File: config.mk
export PLATFORM = sky130hd
export DESIGN_NAME = tile_row_hue_tone_rotator_core
export DESIGN_NICKNAME = d
export VERILOG_FILES = /design/src/sv/trhr_pkg.sv /design/src/sv/trhr_div_cell.sv /design/src/sv/tile_row_hue_tone_rotator_core.sv
export SDC_FILE = /design/constraint.sdc
export NUM_CORES = 2
export LEC_CHECK = 0
export ABC_AREA = 1
export BUFFER_PORTS_ARGS = -buffer_cell sky130_fd_sc_hd__buf_2
export CORE_ASPECT_RATIO = 0.75
export CORE_UTILIZATION = 64
export DETAILED_ROUTE_END_ITERATION = 8
export GPL_ROUTABILITY_DRIVEN = 1
export PLACE_DENSITY = 0.84
export SLEW_MARGIN = 20
export SYNTH_ARGS = -nofsm -noshare
export SYNTH_HDL_FRONTEND = slang
export SYNTH_HIERARCHICAL = 1
export SYNTH_SLANG_ARGS = --single-unit
File: constraint.sdc
create_clock -name clk -period 212.2 [get_ports clk]
set_input_delay 42.44 -clock clk [delete_from_list [all_inputs] [get_ports clk]]
set_output_delay 42.44 -clock clk [all_outputs]
set_load 0.01 [all_outputs]
File: src/sv/trhr_pkg.sv
`default_nettype none

package trhr_pkg;

    localparam int ROW_W = 7;
    localparam int NUM_W = 17;
    localparam int CFG_W = 7;

    localparam int ROW_STEPS  = ROW_W;
    localparam int WRAP_STEPS = NUM_W;

    localparam logic OP_HUE   = 1'b0;
    localparam logic OP_GLINT = 1'b1;

    localparam logic [2:0] REG_GRAPHICS_ON    = 3'd0;
    localparam logic [2:0] REG_CYCLE_HUES     = 3'd1;
    localparam logic [2:0] REG_CYCLE_TONES    = 3'd2;
    localparam logic [2:0] REG_CYCLE_SPAN     = 3'd3;
    localparam logic [2:0] REG_OVERDRAW_FIRST = 3'd4;
    localparam logic [2:0] REG_OVERDRAW_LAST  = 3'd5;

    typedef struct packed {
        logic               opcode;
        logic [7:0]         attr;
        logic signed [15:0] step;
    } trhr_item_t;

    typedef struct packed {
        logic [7:0] new_attr;
        logic       double_height;
    } trhr_result_t;

    typedef struct packed {
        logic [ROW_W-1:0] rem;
        logic [NUM_W-1:0] num;
        logic [NUM_W-1:0] quo;
        logic [ROW_W-1:0] div;
    } trhr_div_t;

    typedef struct packed {
        logic               opcode;
        logic [7:0]         attr;
        logic signed [15:0] step;
        logic               bypass;
        logic               dbl;
        logic [ROW_W-1:0]   tone;
        logic [ROW_W-1:0]   hue;
        logic [ROW_W-1:0]   pos;
        logic               neg;
    } trhr_ctx_t;

endpackage

`default_nettype wire

File: src/sv/trhr_div_cell.sv
`default_nettype none

module trhr_div_cell
    import trhr_pkg::*;
(
    input  logic      clk,
    input  logic      rst_n,
    input  logic      en,
    input  logic      up_valid,
    input  trhr_div_t up_div,
    input  trhr_ctx_t up_ctx,
    output logic      dn_valid,
    output trhr_div_t dn_div,
    output trhr_ctx_t dn_ctx
);

    logic      valid_reg;
    trhr_div_t div_reg;
    trhr_div_t div_next;
    trhr_ctx_t ctx_reg;
    logic [ROW_W:0] trial;
    logic [ROW_W:0] diff;
    logic           fits;

    always_comb
    begin
        trial = {up_div.rem, up_div.num[NUM_W-1]};
        diff  = trial - {1'b0, up_div.div};
        fits  = trial >= {1'b0, up_div.div};
        div_next.rem = fits ? diff[ROW_W-1:0] : trial[ROW_W-1:0];
        div_next.num = {up_div.num[NUM_W-2:0], 1'b0};
        div_next.quo = {up_div.quo[NUM_W-2:0], fits};
        div_next.div = up_div.div;
    end

    always_ff @(posedge clk or negedge rst_n)
    begin
        if (!rst_n)
        begin
            valid_reg <= 1'b0;
        end
        else if (en)
        begin
            valid_reg <= up_valid;
        end
    end

    always_ff @(posedge clk)
    begin
        if (en)
        begin
            div_reg <= div_next;
            ctx_reg <= up_ctx;
        end
    end

    assign dn_valid = valid_reg;
    assign dn_div   = div_reg;
    assign dn_ctx   = ctx_reg;

endmodule

`default_nettype wire

File: src/sv/tile_row_hue_tone_rotator_core.sv
// An accepted item beat passes every cell and then the result register.
// Throughput: one item per cycle; a row of 31 restoring-division cells
// (7 for row/tones, 7 for the hue split, 17 for the wrap) sets the depth.
// The whole row advances together and holds while a result beat is stalled.
// Reset: asynchronous, active low; clears all valid flags and the config registers.
`default_nettype none

module tile_row_hue_tone_rotator_core
    import trhr_pkg::*;
#(
    parameter int GLINT_RANGE = 3
)
(
    input  logic             clk,
    input  logic             rst_n,
    input  logic             item_valid,
    output logic             item_stall,
    input  trhr_item_t       item,
    output logic             result_valid,
    input  logic             result_stall,
    output trhr_result_t     result,
    input  logic             cfg_write,
    input  logic [2:0]       cfg_index,
    input  logic [CFG_W-1:0] cfg_data
);

    localparam logic [ROW_W-1:0] GLINT_LIM = ROW_W'(GLINT_RANGE);

    logic             graphics_reg;
    logic [ROW_W-1:0] hues_reg;
    logic [ROW_W-1:0] tones_reg;
    logic [ROW_W-1:0] span_reg;
    logic [ROW_W-1:0] first_reg;
    logic [ROW_W-1:0] last_reg;

    logic         en;
    logic         result_valid_reg;
    trhr_result_t result_reg;
    trhr_result_t result_next;

    logic      a_valid [0:ROW_STEPS];
    trhr_div_t a_div   [0:ROW_STEPS];
    trhr_ctx_t a_ctx   [0:ROW_STEPS];
    logic      b_valid [0:ROW_STEPS];
    trhr_div_t b_div   [0:ROW_STEPS];
    trhr_ctx_t b_ctx   [0:ROW_STEPS];
    logic      c_valid [0:WRAP_STEPS];
    trhr_div_t c_div   [0:WRAP_STEPS];
    trhr_ctx_t c_ctx   [0:WRAP_STEPS];

    logic [ROW_W-1:0] row_in;
    logic             enabled;
    logic [ROW_W-1:0] hue;
    logic [ROW_W-1:0] range;
    logic [ROW_W-1:0] pos;
    logic             skip;
    logic [NUM_W-1:0] wrap_sum;
    logic [NUM_W-1:0] wrap_mag;

    trhr_ctx_t        fin_ctx;
    logic [ROW_W-1:0] fin_rem;
    logic [ROW_W-1:0] fin_pos;
    logic [ROW_W-1:0] delta;
    logic [ROW_W-1:0] scale;
    logic [2*ROW_W-1:0] prod;
    logic [ROW_W-1:0] new_row;

    always_ff @(posedge clk or negedge rst_n)
    begin
        if (!rst_n)
        begin
            graphics_reg <= 1'b0;
            hues_reg     <= '0;
            tones_reg    <= '0;
            span_reg     <= '0;
            first_reg    <= '0;
            last_reg     <= '0;
        end
        else if (cfg_write)
        begin
            case (cfg_index)
                REG_GRAPHICS_ON:    graphics_reg <= cfg_data[0];
                REG_CYCLE_HUES:     hues_reg     <= cfg_data;
                REG_CYCLE_TONES:    tones_reg    <= cfg_data;
                REG_CYCLE_SPAN:     span_reg     <= cfg_data;
                REG_OVERDRAW_FIRST: first_reg    <= cfg_data;
                REG_OVERDRAW_LAST:  last_reg     <= cfg_data;
                default:            ;
            endcase
        end
    end

    assign en         = !result_valid_reg || !result_stall;
    assign item_stall = !en;

    // split the row: quotient and remainder by tones
    always_comb
    begin
        row_in  = item.attr[ROW_W-1:0];
        enabled = graphics_reg && (hues_reg > 7'd1) && (tones_reg != '0) &&
                  (span_reg > 7'd1);
        a_valid[0]   = item_valid;
        a_div[0].rem = '0;
        a_div[0].num = {row_in, {(NUM_W-ROW_W){1'b0}}};
        a_div[0].quo = '0;
        a_div[0].div = tones_reg;
        a_ctx[0].opcode = item.opcode;
        a_ctx[0].attr   = item.attr;
        a_ctx[0].step   = item.step;
        a_ctx[0].bypass = !item.attr[7] || !enabled;
        a_ctx[0].dbl    = item.attr[7] && graphics_reg && (first_reg != '0) &&
                          (row_in >= first_reg) && (row_in <= last_reg);
        a_ctx[0].tone   = '0;
        a_ctx[0].hue    = '0;
        a_ctx[0].pos    = '0;
        a_ctx[0].neg    = 1'b0;
    end

    // hue is the row quotient taken modulo hues
    always_comb
    begin
        b_valid[0]   = a_valid[ROW_STEPS];
        b_div[0].rem = '0;
        b_div[0].num = {a_div[ROW_STEPS].quo[ROW_W-1:0], {(NUM_W-ROW_W){1'b0}}};
        b_div[0].quo = '0;
        b_div[0].div = hues_reg;
        b_ctx[0]      = a_ctx[ROW_STEPS];
        b_ctx[0].tone = a_div[ROW_STEPS].rem;
    end

    // wrap position plus step into the rotation range
    always_comb
    begin
        hue = b_div[ROW_STEPS].rem;
        if (b_ctx[ROW_STEPS].opcode == OP_HUE)
        begin
            range = span_reg;
            pos   = hue;
        end
        else
        begin
            range = (tones_reg < GLINT_LIM) ? tones_reg : GLINT_LIM;
            pos   = b_ctx[ROW_STEPS].tone;
        end
        skip     = (range == '0) || (pos >= range);
        wrap_sum = {{(NUM_W-ROW_W){1'b0}}, pos} +
                   {b_ctx[ROW_STEPS].step[15], b_ctx[ROW_STEPS].step};
        wrap_mag = wrap_sum[NUM_W-1] ? (~wrap_sum + 1'b1) : wrap_sum;
        c_valid[0]   = b_valid[ROW_STEPS];
        c_div[0].rem = '0;
        c_div[0].num = wrap_mag;
        c_div[0].quo = '0;
        c_div[0].div = range;
        c_ctx[0]        = b_ctx[ROW_STEPS];
        c_ctx[0].hue    = hue;
        c_ctx[0].pos    = pos;
        c_ctx[0].neg    = wrap_sum[NUM_W-1];
        c_ctx[0].bypass = b_ctx[ROW_STEPS].bypass || skip;
    end

    for (genvar i = 0; i < ROW_STEPS; i++)
    begin : g_row_div
        trhr_div_cell u_cell (
            .clk      (clk),
            .rst_n    (rst_n),
            .en       (en),
            .up_valid (a_valid[i]),
            .up_div   (a_div[i]),
            .up_ctx   (a_ctx[i]),
            .dn_valid (a_valid[i+1]),
            .dn_div   (a_div[i+1]),
            .dn_ctx   (a_ctx[i+1])
        );
    end

    for (genvar i = 0; i < ROW_STEPS; i++)
    begin : g_hue_div
        trhr_div_cell u_cell (
            .clk      (clk),
            .rst_n    (rst_n),
            .en       (en),
            .up_valid (b_valid[i]),
            .up_div   (b_div[i]),
            .up_ctx   (b_ctx[i]),
            .dn_valid (b_valid[i+1]),
            .dn_div   (b_div[i+1]),
            .dn_ctx   (b_ctx[i+1])
        );
    end

    for (genvar i = 0; i < WRAP_STEPS; i++)
    begin : g_wrap_div
        trhr_div_cell u_cell (
            .clk      (clk),
            .rst_n    (rst_n),
            .en       (en),
            .up_valid (c_valid[i]),
            .up_div   (c_div[i]),
            .up_ctx   (c_ctx[i]),
            .dn_valid (c_valid[i+1]),
            .dn_div   (c_div[i+1]),
            .dn_ctx   (c_ctx[i+1])
        );
    end

    // recombine block, hue and tone
    always_comb
    begin
        fin_ctx = c_ctx[WRAP_STEPS];
        fin_rem = c_div[WRAP_STEPS].rem;
        fin_pos = (fin_ctx.neg && (fin_rem != '0)) ?
                  (c_div[WRAP_STEPS].div - fin_rem) : fin_rem;
        delta   = fin_pos - fin_ctx.pos;
        scale   = (fin_ctx.opcode == OP_HUE) ? tones_reg : 7'd1;
        prod    = delta * scale;
        new_row = fin_ctx.attr[ROW_W-1:0] + prod[ROW_W-1:0];
        result_next.new_attr      = fin_ctx.bypass ? fin_ctx.attr : {1'b1, new_row};
        result_next.double_height = fin_ctx.dbl;
    end

    always_ff @(posedge clk or negedge rst_n)
    begin
        if (!rst_n)
        begin
            result_valid_reg <= 1'b0;
        end
        else if (en)
        begin
            result_valid_reg <= c_valid[WRAP_STEPS];
        end
    end

    always_ff @(posedge clk)
    begin
        if (en)
        begin
            result_reg <= result_next;
        end
    end

    assign result_valid = result_valid_reg;
    assign result       = result_reg;

endmodule

`default_nettype wire

==> metrics.txt <==
clock-pin slew on the worst setup and hold paths=~60 ps; critical-path cell list=buf_2 -> nand2_4 -> inv_1 -> buf_2; final setup margin=126190 ps; Post-Route WL=approximately 110000 um; dpl hpwl=72370 um; H-tree levels=4; grt total ovfl=0; # rows=roughly 100; DR vias/cell=about 5.4; unrepaired setup endpoints after global routing=no; critical path endpoint category=primary output; Mapped Area=0.06330 mm^2; Largest stage delay, worst path=about 700 ps; Worst Path Class, Setup=in2out; critical path data required time=between 150000 and 200000 ps; critical path's top delay family=simple AND/OR/NAND/NOR gates; Fin. Hold Viols=0; final net count=roughly 5700; GPL Wtd Cong=approximately 0.89; Worst slew margin=around 28%; pin count of the biggest net entering global routing=between 150 and 200; Leak Pwr=approximately 30 nW; Ant. Diodes=0; cell count after synthesis=5149; CTS tree=done; PostCTS Resize Cnt=0; syn_area_per_cell=12.29 um^2; via count=36794; Critical Path Source Type=primary input; Total GRT Usage=22.73%; # IOs=between 50 and 60; Design Area, Final=approximately 0.07 mm^2; final core utilization=a little under three quarters; hold buffers post-CTS=0; Post-DRT Antenna Nets=0; Fmax=approximately 12 MHz; initial antenna violation count=2; worst path buffer plus inverter count=3; die height=about 270 um; Die Area=approximately 0.10 mm^2; vias in the first global route=36138; Slew Viols, Final=0; hold crit path type=reg2reg; Max-Cap Viols=0; fillcell total=a little over 6000; outcome=finished, final reports clean; Area Growth Syn to Fin=10.32%; Clock Skew=28.62 ps; CTS buffer count=approximately 130; Largest register FFs=roughly 370; Clock Latency Late Sink=roughly 760 ps; core area=0.09761 mm^2; DRC=0; proportion of layout cells with a drive suffix above 1=about 8.5%; Final Setup Violations=0; commonest non-fill, non-tap cell in the layout=edfxtp_1; Critical Path Most Common Cell=buf_2; Synth warnings=6; Die Wd=between 300 and 400 um; first-pass GRT wire length=between 150000 and 200000 um; CTS sink cnt=~1500; Final min period=roughly 86000 ps; Power Density=around 19 mW/mm^2; initial core utilization=64.85%; CTS max path bufs=3; Setup Fix Bufs, Post-CTS=0; DR WL/cell=roughly 16 um; peak supply drop=0.01180 mV; clk root buf=clkbuf_16; Placed Area=approximately 0.065 mm^2; Pre-Repair DR Iteration Count=8; setup TNS=0 ps; most frequent cells in the layout=edfxtp_1, nand2_1, inv_1; port bufs=50; Worst-Margin Slew=approximately 1100 ps; Arr. time, crit path=43570 ps; Iteration-0 DRC Markers=just under 4000; pre-CTS WS=126120 ps; critical path's slowest cell=nand2_4; Tcrit/Tclk final=40.53%; Critical Path Fanout Max=78
## routing by layer
metal | part of all wire, % | vias to the layer above | GRT usage [%]
li1 | - | 17870 | -
met1 | 43 | 17300 | 31.54
met2 | 47 | 1398 | 36.29
met3 | 7.2 | 222 | 4.504
met4 | 2.4 | 4 | 7.730
met5 | 0.024 | - | 0
## where the power goes
group	leakage [nW]	switching [mW]	total (mW)	internal, mW
Clock	2.12	0.103	0.239	0.136
Combinational	13.0	0.329	0.511	0.182
Sequential	14.8	0.0525	0.548	0.496
## layout make-up
| type | count | area (um^2) | area share, % |
|---|---|---|---|
| clock buffer | 170 | 3597 | 5.151 |
| clock inverter | 75 | 744.5 | 1.066 |
| inverter | 847 | 3179 | 4.553 |
| multi-input combinational | 2881 | 16950 | 24.27 |
| sequential | 1453 | 43290 | 62.00 |
| tap | 1313 | 1643 | 2.353 |
| timing repair buffer | 68 | 426.7 | 0.6110 |
## stage by stage
stage | cells | hold slack, ps | power, mW
2_1_floorplan | 5191 | 400.3 | 1.032
3_3_place_gp | 6561 | 400.0 | 1.014
3_5_place_dp | 6561 | 404.5 | 1.046
4_1_cts | 6806 | 396.4 | 1.298
5_1_grt | 6807 | 406.4 | 1.394
6_report | 6807 | 399.0 | 1.299
## path summary, 6_finish.rpt
kind / start / end / slack (ps) / cells after the start
setup / recovery: result_stall / item_stall / 126190 / 4
hold reg to reg: g_hue_div[4].u_cell/dn_ctx[31]$_DFFE_PP_ / g_hue_div[5].u_cell/dn_ctx[31]$_DFFE_PP_ / 400 / 0
setup reg to reg: g_wrap_div[16].u_cell/dn_div[42]$_DFFE_PP_ / result[7]$_DFFE_PN_ / 206090 / 28
min in group asynchronous: rst_n / g_row_div[0].u_cell/dn_valid$_DFFE_PN0P_ / 41870 / 2
max in group asynchronous: rst_n / tones_reg[1]$_DFFE_PN0P_ / 169780 / 2
hold / removal: g_hue_div[4].u_cell/dn_ctx[31]$_DFFE_PP_ / g_hue_div[5].u_cell/dn_ctx[31]$_DFFE_PP_ / 400 / 0
## worst register-to-register path, delay by kind of cell, from the launching register on
family | cells | cell delay (ps)
DFF | 1 | 450
AOI/OAI and AO/OA | 2 | 350
and+or+nand+nor | 14 | 1660
xor gates and xnor gates | 1 | 140
adders and majority gates | 7 | 2890
buffers and inverters | 4 | 400
(Power assumes the default switching activity.)
